--- src/hdl/tdb_pkg.sv ---
// ----------------------------------------------------------------------------
// tdb_pkg
// Shared types and constants for the tick divider with buzzer.
// ----------------------------------------------------------------------------
`default_nettype none

package tdb_pkg;

    // millisecond divider register
    localparam int TPM_W     = 5;
    localparam int TPM_MIN   = 1;
    localparam int TPM_MAX   = 20;
    localparam int TPM_RESET = 10;

    // divider widths, sized for the largest reload
    localparam int DIV_1MS_W   = 5;
    localparam int DIV_2MS_W   = 6;
    localparam int DIV_10MS_W  = 8;
    localparam int DIV_100MS_W = 11;
    localparam int DIV_1S_W    = 15;

    localparam int MS_PER_2MS   = 2;
    localparam int MS_PER_10MS  = 10;
    localparam int MS_PER_100MS = 100;
    localparam int MS_PER_1S    = 1000;

    // enable pin drops this many milliseconds before the buzzer ends
    localparam int BUZZ_TAIL_MS = 200;
    localparam int BUZZ_TAIL_W  = 12;

    localparam int COUNT_W   = 32;
    localparam int SHORT_W   = 16;
    localparam int DUR_W     = 16;
    localparam int HALF_W    = 8;

    localparam int S_TDATA_W = 32;
    localparam int S_TUSER_W = 2;
    localparam int M_TDATA_W = 104;

    typedef enum logic [1:0] {
        KIND_TICK        = 2'd0,
        KIND_BUZZ_START  = 2'd1,
        KIND_CLR_KEY     = 2'd2,
        KIND_CLR_UV      = 2'd3
    } kind_t;

    typedef struct packed {
        kind_t              kind;
        logic               uv_on;
        logic               uv_check_enable;
        logic               key_counting;
        logic [DUR_W-1:0]   buzzer_duration;
        logic [HALF_W-1:0]  buzzer_half_period;
    } item_t;

    typedef struct packed {
        logic               pulse_1ms;
        logic               pulse_2ms;
        logic               pulse_10ms;
        logic               pulse_100ms;
        logic               pulse_1s;
        logic               uv_check_pulse;
        logic [COUNT_W-1:0] time_ms;
        logic [COUNT_W-1:0] time_s;
        logic [SHORT_W-1:0] uv_interval;
        logic [SHORT_W-1:0] key_ticks;
    } tb_out_t;

    typedef struct packed {
        logic enable_pin;
        logic tone_pin;
    } buzz_out_t;

endpackage

`default_nettype wire

--- src/hdl/tdb_timebase.sv ---
// ----------------------------------------------------------------------------
// tdb_timebase
// Five reload-down dividers plus millisecond, second, uv and key counters.
// ----------------------------------------------------------------------------
`default_nettype none

module tdb_timebase
    import tdb_pkg::*;
(
    input  wire logic             aclk,
    input  wire logic             aresetn,
    input  wire logic [TPM_W-1:0] tpm,
    input  wire logic             step,
    input  wire item_t            item,
    output tb_out_t               result
);

    logic [DIV_1MS_W-1:0]   div_1ms_reg,   div_1ms_next;
    logic [DIV_2MS_W-1:0]   div_2ms_reg,   div_2ms_next;
    logic [DIV_10MS_W-1:0]  div_10ms_reg,  div_10ms_next;
    logic [DIV_100MS_W-1:0] div_100ms_reg, div_100ms_next;
    logic [DIV_1S_W-1:0]    div_1s_reg,    div_1s_next;
    logic [COUNT_W-1:0]     ms_reg,        ms_next;
    logic [COUNT_W-1:0]     sec_reg,       sec_next;
    logic [SHORT_W-1:0]     uv_reg,        uv_next;
    logic [SHORT_W-1:0]     key_reg,       key_next;

    logic [DIV_1MS_W-1:0]   rl_1ms;
    logic [DIV_2MS_W-1:0]   rl_2ms;
    logic [DIV_10MS_W-1:0]  rl_10ms;
    logic [DIV_100MS_W-1:0] rl_100ms;
    logic [DIV_1S_W-1:0]    rl_1s;

    logic [DIV_1MS_W-1:0]   dec_1ms;
    logic [DIV_2MS_W-1:0]   dec_2ms;
    logic [DIV_10MS_W-1:0]  dec_10ms;
    logic [DIV_100MS_W-1:0] dec_100ms;
    logic [DIV_1S_W-1:0]    dec_1s;
    logic [COUNT_W-1:0]     ms_inc;

    logic p1, p2, p10, p100, p1s, pchk;

    // reloads follow the current register value
    assign rl_1ms   = tpm;
    assign rl_2ms   = DIV_2MS_W'(tpm) * DIV_2MS_W'(MS_PER_2MS);
    assign rl_10ms  = DIV_10MS_W'(tpm) * DIV_10MS_W'(MS_PER_10MS);
    assign rl_100ms = DIV_100MS_W'(tpm) * DIV_100MS_W'(MS_PER_100MS);
    assign rl_1s    = DIV_1S_W'(tpm) * DIV_1S_W'(MS_PER_1S);

    assign dec_1ms   = div_1ms_reg - 1'b1;
    assign dec_2ms   = div_2ms_reg - 1'b1;
    assign dec_10ms  = div_10ms_reg - 1'b1;
    assign dec_100ms = div_100ms_reg - 1'b1;
    assign dec_1s    = div_1s_reg - 1'b1;
    assign ms_inc    = ms_reg + 1'b1;

    always_comb begin
        div_1ms_next   = div_1ms_reg;
        div_2ms_next   = div_2ms_reg;
        div_10ms_next  = div_10ms_reg;
        div_100ms_next = div_100ms_reg;
        div_1s_next    = div_1s_reg;
        ms_next        = ms_reg;
        sec_next       = sec_reg;
        uv_next        = uv_reg;
        key_next       = key_reg;
        p1             = 1'b0;
        p2             = 1'b0;
        p10            = 1'b0;
        p100           = 1'b0;
        p1s            = 1'b0;
        pchk           = 1'b0;
        if (step) begin
            unique case (item.kind)
                KIND_TICK: begin
                    p1   = (dec_1ms == '0);
                    p2   = (dec_2ms == '0);
                    p10  = (dec_10ms == '0);
                    p100 = (dec_100ms == '0);
                    p1s  = (dec_1s == '0);
                    div_1ms_next   = p1   ? rl_1ms   : dec_1ms;
                    div_2ms_next   = p2   ? rl_2ms   : dec_2ms;
                    div_10ms_next  = p10  ? rl_10ms  : dec_10ms;
                    div_100ms_next = p100 ? rl_100ms : dec_100ms;
                    div_1s_next    = p1s  ? rl_1s    : dec_1s;
                    // millisecond time skips the all-ones value
                    if (p1) begin
                        ms_next = (ms_inc == '1) ? '0 : ms_inc;
                    end
                    if (p1s) begin
                        sec_next = sec_reg + 1'b1;
                        if (item.uv_on) begin
                            uv_next = uv_reg + 1'b1;
                            pchk    = item.uv_check_enable;
                        end
                    end
                    if (item.key_counting) begin
                        key_next = key_reg + 1'b1;
                    end
                end
                KIND_BUZZ_START: begin
                end
                KIND_CLR_KEY: begin
                    key_next = '0;
                end
                KIND_CLR_UV: begin
                    uv_next = '0;
                end
            endcase
        end
    end

    always_ff @(posedge aclk) begin
        if (!aresetn) begin
            div_1ms_reg   <= DIV_1MS_W'(TPM_RESET);
            div_2ms_reg   <= DIV_2MS_W'(MS_PER_2MS * TPM_RESET);
            div_10ms_reg  <= DIV_10MS_W'(MS_PER_10MS * TPM_RESET);
            div_100ms_reg <= DIV_100MS_W'(MS_PER_100MS * TPM_RESET);
            div_1s_reg    <= DIV_1S_W'(MS_PER_1S * TPM_RESET);
            ms_reg        <= '0;
            sec_reg       <= '0;
            uv_reg        <= '0;
            key_reg       <= '0;
        end else begin
            div_1ms_reg   <= div_1ms_next;
            div_2ms_reg   <= div_2ms_next;
            div_10ms_reg  <= div_10ms_next;
            div_100ms_reg <= div_100ms_next;
            div_1s_reg    <= div_1s_next;
            ms_reg        <= ms_next;
            sec_reg       <= sec_next;
            uv_reg        <= uv_next;
            key_reg       <= key_next;
        end
    end

    assign result.pulse_1ms      = p1;
    assign result.pulse_2ms      = p2;
    assign result.pulse_10ms     = p10;
    assign result.pulse_100ms    = p100;
    assign result.pulse_1s       = p1s;
    assign result.uv_check_pulse = pchk;
    assign result.time_ms        = ms_next;
    assign result.time_s         = sec_next;
    assign result.uv_interval    = uv_next;
    assign result.key_ticks      = key_next;

    a_div_1ms_nonzero: assert property (@(posedge aclk) disable iff (!aresetn)
        div_1ms_reg != '0)
        else $error("1 ms divider reached zero without reload");

    a_div_1s_nonzero: assert property (@(posedge aclk) disable iff (!aresetn)
        div_1s_reg != '0)
        else $error("1 s divider reached zero without reload");

    a_ms_skip: assert property (@(posedge aclk) disable iff (!aresetn)
        ms_reg != '1)
        else $error("millisecond time holds all-ones");

    a_chk_needs_sec: assert property (@(posedge aclk) disable iff (!aresetn)
        pchk |-> p1s && item.uv_on)
        else $error("uv check pulse without uv second");

endmodule

`default_nettype wire

--- src/hdl/tdb_buzzer.sv ---
// ----------------------------------------------------------------------------
// tdb_buzzer
// Buzzer run counter, tone half-period counter and pin levels.
// ----------------------------------------------------------------------------
`default_nettype none

module tdb_buzzer
    import tdb_pkg::*;
(
    input  wire logic             aclk,
    input  wire logic             aresetn,
    input  wire logic [TPM_W-1:0] tpm,
    input  wire logic             step,
    input  wire item_t            item,
    output buzz_out_t             pins
);

    logic [DUR_W-1:0]       rem_reg,  rem_next;
    logic [HALF_W-1:0]      half_reg, half_next;
    logic [HALF_W-1:0]      rel_reg,  rel_next;
    logic                   en_reg,   en_next;
    logic                   tone_reg, tone_next;

    logic [DUR_W-1:0]       rem_dec;
    logic [HALF_W-1:0]      half_dec;
    logic [BUZZ_TAIL_W-1:0] tail;

    assign rem_dec  = rem_reg - 1'b1;
    assign half_dec = half_reg - 1'b1;
    assign tail     = BUZZ_TAIL_W'(tpm) * BUZZ_TAIL_W'(BUZZ_TAIL_MS);

    always_comb begin
        rem_next  = rem_reg;
        half_next = half_reg;
        rel_next  = rel_reg;
        en_next   = en_reg;
        tone_next = tone_reg;
        if (step) begin
            unique case (item.kind)
                KIND_TICK: begin
                    if (rem_reg != '0) begin
                        // half period counter wraps through zero
                        if (half_dec == '0) begin
                            tone_next = ~tone_reg;
                            half_next = rel_reg;
                        end else begin
                            half_next = half_dec;
                        end
                        rem_next = rem_dec;
                        if (rem_dec == '0) begin
                            half_next = '0;
                            en_next   = 1'b0;
                            tone_next = 1'b0;
                        end else if (rem_dec == DUR_W'(tail)) begin
                            en_next = 1'b0;
                        end
                    end
                end
                KIND_BUZZ_START: begin
                    rem_next  = item.buzzer_duration;
                    rel_next  = item.buzzer_half_period;
                    half_next = (item.buzzer_duration != '0) ? item.buzzer_half_period : '0;
                    en_next   = (item.buzzer_duration != '0);
                    tone_next = 1'b0;
                end
                KIND_CLR_KEY, KIND_CLR_UV: begin
                end
            endcase
        end
    end

    always_ff @(posedge aclk) begin
        if (!aresetn) begin
            rem_reg  <= '0;
            half_reg <= '0;
            rel_reg  <= '0;
            en_reg   <= 1'b0;
            tone_reg <= 1'b0;
        end else begin
            rem_reg  <= rem_next;
            half_reg <= half_next;
            rel_reg  <= rel_next;
            en_reg   <= en_next;
            tone_reg <= tone_next;
        end
    end

    assign pins.enable_pin = en_next;
    assign pins.tone_pin   = tone_next;

    a_en_while_running: assert property (@(posedge aclk) disable iff (!aresetn)
        en_reg |-> rem_reg != '0)
        else $error("enable pin high with buzzer idle");

    a_tone_while_running: assert property (@(posedge aclk) disable iff (!aresetn)
        tone_reg |-> rem_reg != '0)
        else $error("tone pin high with buzzer idle");

    a_idle_half_clear: assert property (@(posedge aclk) disable iff (!aresetn)
        rem_reg == '0 |-> half_reg == '0)
        else $error("half period counter left over after buzzer end");

endmodule

`default_nettype wire

--- src/hdl/tick_divider_with_buzzer.sv ---
// ----------------------------------------------------------------------------
// tick_divider_with_buzzer
// Base tick divider with time counters and a timed buzzer driver.
// ----------------------------------------------------------------------------
//  channel   dir  handshake          payload
//  s_        in   s_tvalid/s_tready  s_tuser: kind; s_tdata: flags, buzzer setup
//  m_        out  m_tvalid/m_tready  m_tdata: pulses, counters, buzzer pins
//  cfg_      in   cfg_we             cfg_wdata: ticks_per_ms, clamped to 1..20
//
//  one transaction per clock while m_ does not stall; a transaction waits in the
//  input register and moves to the output register once that is free or read
//  all counter state advances in the cycle the item moves to the output
//  register, so a stall on m_ holds the item and the state together
//  reset clears the dividers to their ten-ticks-per-ms values and all counters
// ----------------------------------------------------------------------------
`default_nettype none

module tick_divider_with_buzzer
    import tdb_pkg::*;
(
    input  wire logic                 aclk,
    input  wire logic                 aresetn,

    input  wire logic                 cfg_we,
    input  wire logic [TPM_W-1:0]     cfg_wdata,

    input  wire logic                 s_tvalid,
    output logic                      s_tready,
    // [1:0] kind
    input  wire logic [S_TUSER_W-1:0] s_tuser,
    // [0] uv_on, [1] uv_check_enable, [2] key_counting,
    // [18:3] buzzer_duration, [26:19] buzzer_half_period, [31:27] zero
    input  wire logic [S_TDATA_W-1:0] s_tdata,

    output logic                      m_tvalid,
    input  wire logic                 m_tready,
    // [0] pulse_1ms, [1] pulse_2ms, [2] pulse_10ms, [3] pulse_100ms,
    // [4] pulse_1s, [5] uv_check_pulse, [37:6] time_ms, [69:38] time_s,
    // [85:70] uv_interval, [101:86] key_ticks, [102] buzzer_enable_pin,
    // [103] buzzer_tone_pin
    output logic [M_TDATA_W-1:0]      m_tdata
);

    logic [TPM_W-1:0]     tpm_reg;
    logic                 in_vld_reg,  in_vld_next;
    item_t                in_item_reg;
    logic                 out_vld_reg, out_vld_next;
    logic [M_TDATA_W-1:0] out_data_reg;

    logic                 s_fire;
    logic                 step;
    item_t                s_item;
    tb_out_t              tb_res;
    buzz_out_t            buzz_res;

    // register write with clamping into the legal range
    always_ff @(posedge aclk) begin
        if (!aresetn) begin
            tpm_reg <= TPM_W'(TPM_RESET);
        end else if (cfg_we) begin
            if (cfg_wdata < TPM_W'(TPM_MIN)) begin
                tpm_reg <= TPM_W'(TPM_MIN);
            end else if (cfg_wdata > TPM_W'(TPM_MAX)) begin
                tpm_reg <= TPM_W'(TPM_MAX);
            end else begin
                tpm_reg <= cfg_wdata;
            end
        end
    end

    assign step     = in_vld_reg && (!out_vld_reg || m_tready);
    assign s_tready = !in_vld_reg || step;
    assign s_fire   = s_tvalid && s_tready;

    assign s_item.kind               = kind_t'(s_tuser);
    assign s_item.uv_on              = s_tdata[0];
    assign s_item.uv_check_enable    = s_tdata[1];
    assign s_item.key_counting       = s_tdata[2];
    assign s_item.buzzer_duration    = s_tdata[18:3];
    assign s_item.buzzer_half_period = s_tdata[26:19];

    always_comb begin
        in_vld_next = in_vld_reg;
        if (s_fire) begin
            in_vld_next = 1'b1;
        end else if (step) begin
            in_vld_next = 1'b0;
        end
    end

    always_comb begin
        out_vld_next = out_vld_reg;
        if (step) begin
            out_vld_next = 1'b1;
        end else if (m_tready) begin
            out_vld_next = 1'b0;
        end
    end

    always_ff @(posedge aclk) begin
        if (!aresetn) begin
            in_vld_reg  <= 1'b0;
            out_vld_reg <= 1'b0;
        end else begin
            in_vld_reg  <= in_vld_next;
            out_vld_reg <= out_vld_next;
        end
    end

    always_ff @(posedge aclk) begin
        if (s_fire) begin
            in_item_reg <= s_item;
        end
        if (step) begin
            out_data_reg <= {buzz_res.tone_pin, buzz_res.enable_pin,
                             tb_res.key_ticks, tb_res.uv_interval,
                             tb_res.time_s, tb_res.time_ms,
                             tb_res.uv_check_pulse, tb_res.pulse_1s,
                             tb_res.pulse_100ms, tb_res.pulse_10ms,
                             tb_res.pulse_2ms, tb_res.pulse_1ms};
        end
    end

    tdb_timebase u_timebase (
        .aclk    (aclk),
        .aresetn (aresetn),
        .tpm     (tpm_reg),
        .step    (step),
        .item    (in_item_reg),
        .result  (tb_res)
    );

    tdb_buzzer u_buzzer (
        .aclk    (aclk),
        .aresetn (aresetn),
        .tpm     (tpm_reg),
        .step    (step),
        .item    (in_item_reg),
        .pins    (buzz_res)
    );

    assign m_tvalid = out_vld_reg;
    assign m_tdata  = out_data_reg;

    a_step_lands: assert property (@(posedge aclk) disable iff (!aresetn)
        step |=> out_vld_reg)
        else $error("processed transaction missing from output register");

    a_tpm_range: assert property (@(posedge aclk) disable iff (!aresetn)
        tpm_reg >= TPM_W'(TPM_MIN) && tpm_reg <= TPM_W'(TPM_MAX))
        else $error("ticks per ms out of range");

    a_no_drop: assert property (@(posedge aclk) disable iff (!aresetn)
        in_vld_reg && !step |=> in_vld_reg && $stable(in_item_reg))
        else $error("held input transaction lost or changed");

endmodule

`default_nettype wire

--- config.mk ---
export PLATFORM = sky130hd
export DESIGN_NAME = tick_divider_with_buzzer
export DESIGN_NICKNAME = d
export VERILOG_FILES = /design/src/hdl/tdb_pkg.sv /design/src/hdl/tdb_timebase.sv /design/src/hdl/tdb_buzzer.sv /design/src/hdl/tick_divider_with_buzzer.sv
export SDC_FILE = /design/constraint.sdc
export NUM_CORES = 1
export LEC_CHECK = 0
export BUFFER_PORTS_ARGS = -buffer_cell sky130_fd_sc_hd__buf_4
export CORE_MARGIN = 3
export CORE_UTILIZATION = 50
export DETAILED_ROUTE_END_ITERATION = 8
export PLACE_DENSITY_LB_ADDON = 0.2
export SLEW_MARGIN = 20
export SYNTH_ARGS = -nofsm -noshare
export SYNTH_HDL_FRONTEND = slang
export SYNTH_HIERARCHICAL = 1
export SYNTH_SLANG_ARGS = --single-unit
--- constraint.sdc ---
create_clock -name aclk -period 10.9 [get_ports aclk]
set_input_delay 2.18 -clock aclk [delete_from_list [all_inputs] [get_ports aclk]]
set_output_delay 2.18 -clock aclk [all_outputs]
set_load 0.005 [all_outputs]
Word-level counts from Yosys, hierarchy flattened
Cells that the tools add are included.
{ "classes": {"eq_ne": 6, "bitwise": 1, "div_mod_pow": 0, "mul": 4, "n_lt_le_gt_ge": 2, "muxes": 42, "reduce_logical": 23, "addsub": 11, "shift": 0} }
{ "ops": {"columns": ["cell", "count"], "rows": [
  ["two-way mux 32 bit", 7],
  ["two-way mux 16 bit", 6],
  ["one-hot mux 16 bit (2 select lines)", 3],
  ["adder 32 x 1 -> 32 bit (second input constant)", 2],
  ["two-way mux 8 bit", 5],
  ["adder 16 x 1 -> 16 bit (second input constant)", 2],
  ["== test 32 bit (second input constant)", 1],
  ["nonzero test 16 bit", 2],
  ["multiplier 5 x 5 -> 9 bit (second input constant)", 2],
  ["== test 16 x 12 -> 1 bit", 1],
  ["logical NOT 16 bit", 1],
  ["logical NOT 8 bit", 2],
  ["one-hot mux 8 bit (2 select lines)", 1],
  ["subtractor 16 x 1 -> 16 bit (second input constant)", 1],
  ["subtractor 8 x 1 -> 8 bit (second input constant)", 2],
  ["logical NOT 15 bit", 1],
  ["two-way mux 15 bit", 1],
  ["two-way mux 5 bit", 3],
  ["subtractor 15 x 1 -> 15 bit (second input constant)", 1],
  ["multiplier 5 x 7 -> 12 bit (second input constant)", 1],
  ["two-way mux 1 bit", 12],
  ["logical NOT 11 bit", 1],
  ["two-way mux 11 bit", 1],
  ["subtractor 11 x 1 -> 11 bit (second input constant)", 1],
  ["other kinds (20)", 29]
]} }
{ "totals": {"elab_cells": 115, "inputBits": 44, "latch_bits": 0, "mem_count": 0, "ramBits": 0, "mem_bits_ro": 0, "output_inout_bits": 106, "register_bits": 315} }

Logic depth before layout (Yosys ltp)
Gate-level depths: netlist of the first run.
{ "logic_depth": {"depth_word": 7, "depth_mapped": 15, "depth_no_buf": 15} }

By module
The synthesis of the first run kept the hierarchy.
{ "by_module_without_submodules": {"columns": ["module", "seq_area_each_um2", "area_each_um2", "cells_per_inst", "n_inst"], "rows": [
  ["tdb_timebase", 2822.7, 9288.9, 1177, 1],
  ["tick_divider_with_buzzer", 4134.0, 4316.6, 167, 1],
  ["tdb_buzzer", 680.7, 2944.1, 393, 1]
]} }

Worst setup path after synthesis of the first run
Ideal clock, no wire load.
{ "synth_path": {"path_type": "input-to-reg", "from": "in m_tready", "to": "reg out_data_reg[25], in the netlist m_tdata[25], data pin", "stages": 10, "t_arrival_ns": 9.027, "slack_ns": 1.611, "path_buffers": 3, "t_required_ns": 10.638, "setup_ns": 0.262, "path_cell_list": "nor2b_4 -> nor2b_1 -> inv_1 -> nor2_1 -> nand2_1 -> clkbuf_1 -> clkbuf_1 -> clkbuf_1 -> nand2_1 -> nand2_1"} }
{ "synth_lines": {"columns": ["item", "line_no", "text"], "rows": [
  ["from (decl)", "tick_divider_with_buzzer.sv:36", "input wire logic m_tready,"],
  ["to (signal assigned)", "tick_divider_with_buzzer.sv:115", "out_data_reg <= {buzz_res.tone_pin, buzz_res.enable_pin,"],
  ["to (decl)", "tick_divider_with_buzzer.sv:48", "logic [M_TDATA_W-1:0] out_data_reg;"]
]} }

==> results of run 1 <==
## layout make-up
| cell class | instances | area [um2] |
|---|---|---|
| multi-input combinational | 1262 | 8220 |
| clock buffer | 39 | 921 |
| clock inverter | 24 | 354 |
| inverter | 59 | 221 |
| timing repair buffer | 155 | 1160 |
| sequential | 315 | 7640 |
| fill | 2765 | 13100 |
| tap | 435 | 544 |
## stage by stage
stage               setup slack (ps)  cell area (um2)  cells  hold slack, ps
floorplan                       1610            16500   1737             439
global placement                5170            17800   2226             451
detailed placement              5110            17800   2226             469
CTS                             5640            19100   2289             479
global route                    5300            19100   2289             498
finish                          5640            19100   2289             479
## cells in the mapped netlist, types with 36 or more instances
| library cell | number | area (um2) |
|---|---|---|
| nor2_1 | 145 | 544 |
| o21ai_0 | 63 | 315 |
| and2_1 | 85 | 532 |
| nand3_1 | 60 | 300 |
| nor3_1 | 65 | 325 |
| edfxtp_1 | 133 | 3990 |
| dfxtp_1 | 182 | 3640 |
| clkbuf_1 | 66 | 248 |
| nand4_1 | 36 | 225 |
| ha_1 | 73 | 913 |
| xor2_1 | 36 | 315 |
| inv_1 | 58 | 218 |
| nand2_1 | 147 | 552 |
| xnor2_1 | 72 | 631 |
| a21oi_1 | 112 | 561 |
## worst reg2reg max path, cell delays in order (launching register included)
cell       delay [ps]
dfxtp_1           810
fa_1              620
fa_1              540
inv_1              50
fa_1              490
inv_1              40
ha_1              290
a21oi_1           220
o21bai_1          120
a2111oi_0         410
or3_1             200
xnor2_1            90
a21oi_1           150
nor2_1             50
## path summary, 6_finish.rpt
path                                                       start                                     end  slack [ps]  cells after the start
worst min-delay path            u_buzzer/rel_reg[3]$_SDFFE_PN0P_        u_buzzer/rel_reg[3]$_SDFFE_PN0P_         480                      2
worst min register to register  u_buzzer/rel_reg[3]$_SDFFE_PN0P_        u_buzzer/rel_reg[3]$_SDFFE_PN0P_         480                      2
worst max-delay path                                    m_tready        u_timebase/ms_reg[25]$_SDFF_PN0_        5640                     13
worst max register to register           tpm_reg[2]$_SDFFE_PN0P_  u_timebase/div_1s_reg[14]$_SDFFE_PN0P_        6690                     13
## cell families (layout without fill, tap and decap cells)
family / count (synthesis) / after routing / share of synthesized area (%)
compound gates: 355 / 355 / 13.7
fa+ha+maj: 85 / 85 / 6.97
mux: 5 / 5 / 0.310
buf+inv: 160 / 277 / 4.31
simple gates: 708 / 708 / 22.7
xor+xnor: 109 / 109 / 5.81
flops: 315 / 315 / 46.1
## metal layers
metal / vias up / global-route usage [%] / routed length [um]
met1: 6214 / 27.5 / 17100
li1: 6448 / - / -
met3: 50 / 2.73 / 1500
met2: 279 / 33.5 / 17000
met5: - / 0 / 0
met4: 0 / 5.14 / 665
## where the power goes
part           internal [mW]  switching, mW  total, mW  leakage (nW)
clock network          0.806          0.491       1.30         0.622
registers               1.27         0.0395       1.31          2.69
logic                  0.177          0.221      0.399          4.00
==> results.toml, run 1 <==
[status]
outcome = "finished clean"

[worst_hold_path]
hold_class = "reg -> reg"

[power_and_ir_drop]
peakVddDrop_v = 0.000135
p_leak_nw = 7.31
power.density_nw_per_um2 = 158
power.total_mw = 3.00

[clocking]
cts_root_buf = "clkbuf_16"
cts_inserted_buffers = 35
cts.hold.buffers_added = 0
clock_sinks = 315
cts_setup_buffers = 0
clockBufferDepth = 3
cts_tree = "yes"
h-tree-depth = 2
cts_resized = 0
clkTransAtPathRegs_ps = 60
worstSkewPairLatency_ps = 520

[place]
io_buffer_count = 144
dp_hpwl_um = 24500
routabilityCongestion = 0.843

[routing]
wl_per_cell_um = 15.9
route.detailed.drc = 0
dr.pass1.iters = 5
finalWirelength_um = 36300
drt_iter0_drc = 912
via_per_inst = 5.68
vias = 12991
ant_nets = 0

[floorplanning]
dieArea_um2 = 35300
die_w_um = 188
initial_utilization_pct = 51.5
io_pins = 150
fp-row-count = 65
core-area_um2 = 32100
die_h_um = 188

[sta]
setup_viol = 0
worst_slew_pin_slew_ps = 1040
rsz0062_at_grt = "false"
slew_headroom_pct = 30.4
post-route-period-util_pct = 48.3
fin_crit_ps = 5260
hold_viol_final = 0
fmax_mhz = 190
fin_skew_ps = 16.9
setup_tns_ps = 0
drv_slew = 0

[yosys]
ys_seq_elements = 315
synth_area_um2 = 16500
synth_cells = 1737
synth-edff-count = 133
synthFlopType = "dfxtp_1"
yosysSeqAreaShare_pct = 46.1
yosysUniqueCellTypes = 96
synthArstFlopShare_pct = 0
avgSynthCellArea_um2 = 9.53
synth-warning-count = 6
synth_nets = 1866

[worst_setup_path]
worstPathMaxFanout = 59
arrival_ps = 5720
worst-path-buf-inv = 5
critPathRequiredTime_ps = 11360
cpMaxStageDelayCell = "nand2_2"
critPathCaptureType = "register"
path_cells = "buf_4 -> nor2b_4 -> nor2b_4 -> buf_4 -> inv_1 -> nor2_2 -> buf_4 -> nand2_2 -> inv_1 -> nand2_1 -> o31ai_1 -> a31o_2 -> and2_1"
path_common_cell = "buf_4"
crit_family = "buffers and inverters"
cp-start-kind = "input port"
path_class = "in -> reg"
slowest_delay_ps = 670

[layout]
utilization_pct = 59.3
largest_register_ffs = 104
layout_commonest_cell = "dfxtp_1"
layout_common_cells = "182 x dfxtp_1, 155 x buf_4, 146 x nand2_1"
syn_to_final_growth_pct = 15.2
layout-drive-gt1-share_pct = 14.2
nNetsFinal = 1957
antenna_cells = 0

[grt]
grt.total_usage_pct = 20.0
grt_max_degree = 79
antenna_found_initial = 0
grt_first_pass_wirelength_um = 60600
first_global_vias = 12352
overflow = 0

[run]
maxCapViolCount = 0
Power figures use the tool's default switching activity.
==> run 2, diff against run 1 <==
- clock period: 10.9 -> 5.2 ns (I/O delays scaled with it)
==> results.toml, run 2 (synthesis gave the netlist of run 1 again) <==
[grt]
first_global_vias = 12416
antenna_found_initial = 0
overflow = 0
grt_first_pass_wirelength_um = 60900
grt_max_degree = 70
grt.total_usage_pct = 20.2

[clocking]
cts_setup_buffers = 0
worstSkewPairLatency_ps = 530
cts.hold.buffers_added = 0
clock_sinks = 315
clkTransAtPathRegs_ps = 60
clockBufferDepth = 3
cts_inserted_buffers = 35
cts_root_buf = "clkbuf_16"
h-tree-depth = 2
cts_tree = "yes"
cts_resized = 0

[power_and_ir_drop]
p_comb_share_pct = 13.6
peakVddDrop_v = 0.000248
power.total_mw = 6.10
p_int_mw = 4.55
p_seq_share_pct = 45.0
power.density_nw_per_um2 = 321
swShare_pct = 25.5
p_leak_nw = 7.27
p_sw_mw = 1.55
p_clk_share_pct = 41.3

[worst_setup_path]
cp-start-kind = "register"
critPathCaptureType = "register"
path_common_cell = "fa_1"
critPathRequiredTime_ps = 5590
arrival_ps = 4540
path_cells = "fa_1 -> fa_1 -> inv_1 -> fa_1 -> inv_1 -> ha_1 -> a21oi_1 -> o21bai_1 -> a2111oi_0 -> or3_1 -> xnor2_1 -> a21oi_1 -> nor2_1"
worstPathMaxFanout = 16
r2r_cells = 13
crit_family = "adder cells"
path_class = "reg -> reg"
worst-path-buf-inv = 2
cpMaxStageDelayCell = "dfxtp_1"
worstReg2RegEnd = "u_timebase/div_1s_reg[14]$_SDFFE_PN0P_"
slowest_delay_ps = 780
r2r_slack_ps = 1050
timing.rr.start = "tpm_reg[2]$_SDFFE_PN0P_"

[sta]
drv_slew = 0
slew_headroom_pct = 34.4
fin_skew_ps = 24.1
worst_slew_pin_slew_ps = 981
fin_crit_ps = 4150
hold_viol_final = 0
post-route-period-util_pct = 79.9
rsz0062_at_grt = "false"
setup_viol = 0
fmax_mhz = 241
setup_tns_ps = 0

[routing]
drt_iter0_drc = 939
finalWirelength_um = 36300
route.detailed.drc = 0
dr.pass1.iters = 6
via_per_inst = 5.70
ant_nets = 0
wl_per_cell_um = 15.8
vias = 13054

[layout]
antenna_cells = 0
syn_to_final_growth_pct = 14.6
nNetsFinal = 1958
largest_register_ffs = 104
layout_commonest_cell = "dfxtp_1"
layout-drive-gt1-share_pct = 14.0
layout_common_cells = "182 x dfxtp_1, 156 x buf_4, 146 x nand2_1"

[floorplanning]
fp-row-count = 65
dieArea_um2 = 35300
io_pins = 150
die_h_um = 188
die_w_um = 188
core-area_um2 = 32100
initial_utilization_pct = 51.5

[worst_hold_path]
hold_start = "u_buzzer/rel_reg[7]$_SDFFE_PN0P_"
hold_class = "reg -> reg"
min_to = "u_buzzer/rel_reg[7]$_SDFFE_PN0P_"
hold_depth = 2

[place]
routabilityCongestion = 0.866
dp_hpwl_um = 24700
io_buffer_count = 144

[status]
outcome = "finished clean"

[run]
maxCapViolCount = 0
run 2: how the worst max path moves through the flow:
stage	start	endpoint	slack (ps)	cells past startpoint
finish	tpm_reg[2]$_SDFFE_PN0P_	u_timebase/div_1s_reg[14]$_SDFFE_PN0P_	1050	13
global route	tpm_reg[2]$_SDFFE_PN0P_	u_timebase/div_1s_reg[13]$_SDFFE_PN1P_	790	13
CTS	tpm_reg[2]$_SDFFE_PN0P_	u_timebase/div_1s_reg[14]$_SDFFE_PN0P_	1050	13
detailed placement	tpm_reg[2]$_SDFFE_PN0P_	u_timebase/div_1s_reg[14]$_SDFFE_PN0P_	1060	13
global placement	tpm_reg[2]$_SDFFE_PN0P_	u_timebase/div_1s_reg[14]$_SDFFE_PN0P_	1110	13
floorplan	m_tready	m_tdata[25]$_DFFE_PP_	720	10
run 2: layer usage:
metal	vias up	GRT usage [%]	share of wire, %
met5	-	0	0
met4	0	4.96	2.1
met3	58	3.03	4.8
met2	332	33.6	46
met1	6218	27.8	47
li1	6446	-	-
run 2: area by class of cell:
cell class / instances / area, um2
Clock inverter: 17 / 226
Fill cell: 2768 / 13200
Clock buffer: 47 / 961
Sequential cell: 315 / 7640
Inverter: 59 / 221
Timing Repair Buffer: 156 / 1170
Tap cell: 435 / 544
Multi-Input combinational cell: 1262 / 8210
run 2: per-stage QoR:
stage               std cells  instance area, um2  hold slack, ps  worst slack (ps)  util (%)
floorplan                1737               16600             439               721         -
detailed placement       2227               17800             462              1060      55.4
global route             2291               19000             487               795      59.1
global placement         2227               17800             455              1110      55.4
CTS                      2291               19000             470              1050      59.1
finish                   2291               19000             466              1050      59.1
run 2: worst register-to-register path: stages (launching register included):
cell and delay (ps):
dfxtp_1 780, fa_1 610, fa_1 540, inv_1 60
fa_1 500, inv_1 40, ha_1 300, a21oi_1 210
o21bai_1 110, a2111oi_0 410, or3_1 190, xnor2_1 90
a21oi_1 150, nor2_1 50
run 2: power groups by stage:
stage	Clock [mW]	Combinational (mW)	Sequential (mW)
after floorplan	0	0.638	2.76
after global placement	0	0.811	2.80
after detailed placement	0	0.832	2.80
after CTS	2.60	0.838	2.75
after global routing	2.70	0.941	2.76
final	2.52	0.831	2.75
==> run 3, diff against run 2 <==
- ABC_AREA: default -> 1
- clock period: 5.2 -> 3.9 ns (I/O delays scaled with it)
==> results.toml, run 3 <==
[run]
maxCapViolCount = 0

[clocking]
cts_tree = "yes"
cts_inserted_buffers = 36
clockBufferDepth = 3
cts_resized = 0
cts_setup_buffers = 0
cts_root_buf = "clkbuf_16"
h-tree-depth = 2
clock_sinks = 315
clkTransAtPathRegs_ps = 60
worstSkewPairLatency_ps = 540
cts.hold.buffers_added = 0

[sta]
hold_viol_final = 0
fin_skew_ps = 18.3
setup_viol = 0
setup_ws_ps = 490
post-route-period-util_pct = 87.4
drv_slew = 0
fmax_mhz = 293
rsz0062_at_grt = "false"
fin_hold_ws_ps = 419
slew_headroom_pct = 46.2
fin_crit_ps = 3410
worst_slew_pin_slew_ps = 802

[power_and_ir_drop]
p_seq_share_pct = 43.2
p_leak_nw = 8.87
p_clk_share_pct = 43.2
p_int_mw = 6.20
peakVddDrop_v = 0.000417
p_sw_mw = 2.13
swShare_pct = 25.6
p_comb_share_pct = 13.6
power.density_nw_per_um2 = 410

[layout]
nNetsFinal = 2551
seqCellArea_um2 = 7640
largest_register_ffs = 104
antenna_cells = 0
layout-drive-gt1-share_pct = 12.7
layout_commonest_cell = "nand2_1"
multi_input_area_um2 = 8400
syn_to_final_growth_pct = 16.1
n_fill_cell = 3016
layout_common_cells = "579 x nand2_1, 305 x inv_1, 274 x nor2_1"
utilization_pct = 59.7

[yosys]
synth_nets = 2413
synth_area_um2 = 17500
synthArstFlopShare_pct = 0
yosysUniqueCellTypes = 52
yosysSeqAreaShare_pct = 43.6
synth_area_leaders = "edfxtp_1 23%, dfxtp_1 21%, nand2_1 12%"
synth-edff-count = 133
synth-warning-count = 6
synth_common_cells = "579 x nand2_1, 306 x inv_1, 277 x nor2_1, 182 x dfxtp_1, 143 x a21oi_1"
yosysTopAreaCell = "edfxtp_1"
avgSynthCellArea_um2 = 7.66
synth_cells = 2284
synth_most_common_cell = "nand2_1"
ys_seq_elements = 315
synthFlopType = "dfxtp_1"
netlist.area_leader.share_pct = 22.8

[worst_setup_path]
worstPathMaxFanout = 5
cp-start-kind = "register"
cpMaxStageDelayCell = "fa_1"
worst-path-buf-inv = 2
path_cells = "fa_1 -> fa_1 -> inv_1 -> fa_1 -> inv_1 -> ha_1 -> a21oi_1 -> nand2_1 -> a21oi_1 -> o21bai_1 -> nand3_1 -> nand2_1 -> a21oi_1 -> o21ai_0 -> a21oi_1"
critPathRequiredTime_ps = 4360
slowest_delay_ps = 580
crit_family = "adder cells"
path_common_cell = "a21oi_1"
critPathCaptureType = "register"
arrival_ps = 3870
path_class = "reg -> reg"

[floorplanning]
dieArea_um2 = 37300
die_h_um = 193
core-area_um2 = 34000
fp-row-count = 67
initial_utilization_pct = 51.4
io_pins = 150
die_w_um = 193

[routing]
vias = 15044
ant_nets = 0
finalWirelength_um = 40100
dr.pass1.iters = 5
wl_per_cell_um = 13.8
route.detailed.drc = 0
drt_iter0_drc = 956
via_per_inst = 5.19

[place]
place_ws_ps = 496
dp_hpwl_um = 28400
io_buffer_count = 144
routabilityCongestion = 0.895

[grt]
grt_max_degree = 131
first_global_vias = 14204
antenna_found_initial = 0
overflow = 0
grt_first_pass_wirelength_um = 66500
grt.total_usage_pct = 21.6

[worst_hold_path]
hold_class = "in -> reg"

[status]
outcome = "finished clean"
-- run 3: cell count changes in the layout (fill, tap and decap cells not counted), sizes merged, moves of 15 or more --
cell   before  now
nand2     148  594
inv        61  312
nor2      146  314
nand3      63  148
and2       86    2
xnor2      72   13
nor3       73   28
a21oi     112  144
and3       31    2
nor4       27    9
or3        15    0
-- run 3: kinds of logic (layout without fill, tap and decap cells) --
kind of cell	after synthesis	in the layout	share of synthesized area, %
AND/OR/NAND/NOR	1154	1154	29.0
adder cells (fa/ha/maj)	85	85	6.59
AO/OA/AOI/OAI	297	297	9.32
XOR/XNOR	54	54	2.79
flip-flops	315	315	43.6
buffers and inverters	379	545	8.62
-- run 3: metal layers --
metal / global-route usage, % / wire length (um)
met5: 0 / 0
met4: 7.20 / 1040
met3: 2.93 / 2020
met2: 37.7 / 19200
met1: 27.7 / 17800
-- run 3: path summary, 6_finish.rpt --
check        cells after the start  slack, ps                              from                                endpoint
max                             15        490           tpm_reg[2]$_SDFFE_PN0P_  u_timebase/div_1s_reg[14]$_SDFFE_PN0P_
min                              1        420                       s_tdata[20]                in_item_reg[1]$_DFFE_PP_
max reg2reg                     15        490           tpm_reg[2]$_SDFFE_PN0P_  u_timebase/div_1s_reg[14]$_SDFFE_PN0P_
min reg2reg                      2        460  u_buzzer/rel_reg[5]$_SDFFE_PN0P_        u_buzzer/rel_reg[5]$_SDFFE_PN0P_
-- run 3: stage by stage --
step           TNS, ps  std cells  power, mW  cell area [um2]
6_report             0       2898       8.34            20300
5_1_grt              0       2898       8.74            20300
4_1_cts              0       2898       8.44            20300
3_5_place_dp         0       2832       4.80            19000
3_3_place_gp         0       2832       4.78            19000
2_1_floorplan   -42420       2284       4.49            17600
-- run 3: power groups by stage --
| stage | combinational [mW] | clock (mW) | sequential, mW |
|---|---|---|---|
| after CTS | 1.14 | 3.69 | 3.60 |
| after global placement | 1.11 | 0 | 3.67 |
| after floorplan | 0.827 | 0 | 3.67 |
| final | 1.14 | 3.60 | 3.60 |
| after detailed placement | 1.13 | 0 | 3.67 |
| after global routing | 1.30 | 3.83 | 3.61 |
-- run 3: final cells by class --
type	instances	area share (%)
clock buffer	48	5.17
clock inverter	18	1.15
inverter	317	5.89
multi-input combinational	1590	41.3
sequential	315	37.6
tap	448	2.76
timing repair buffer	162	6.11
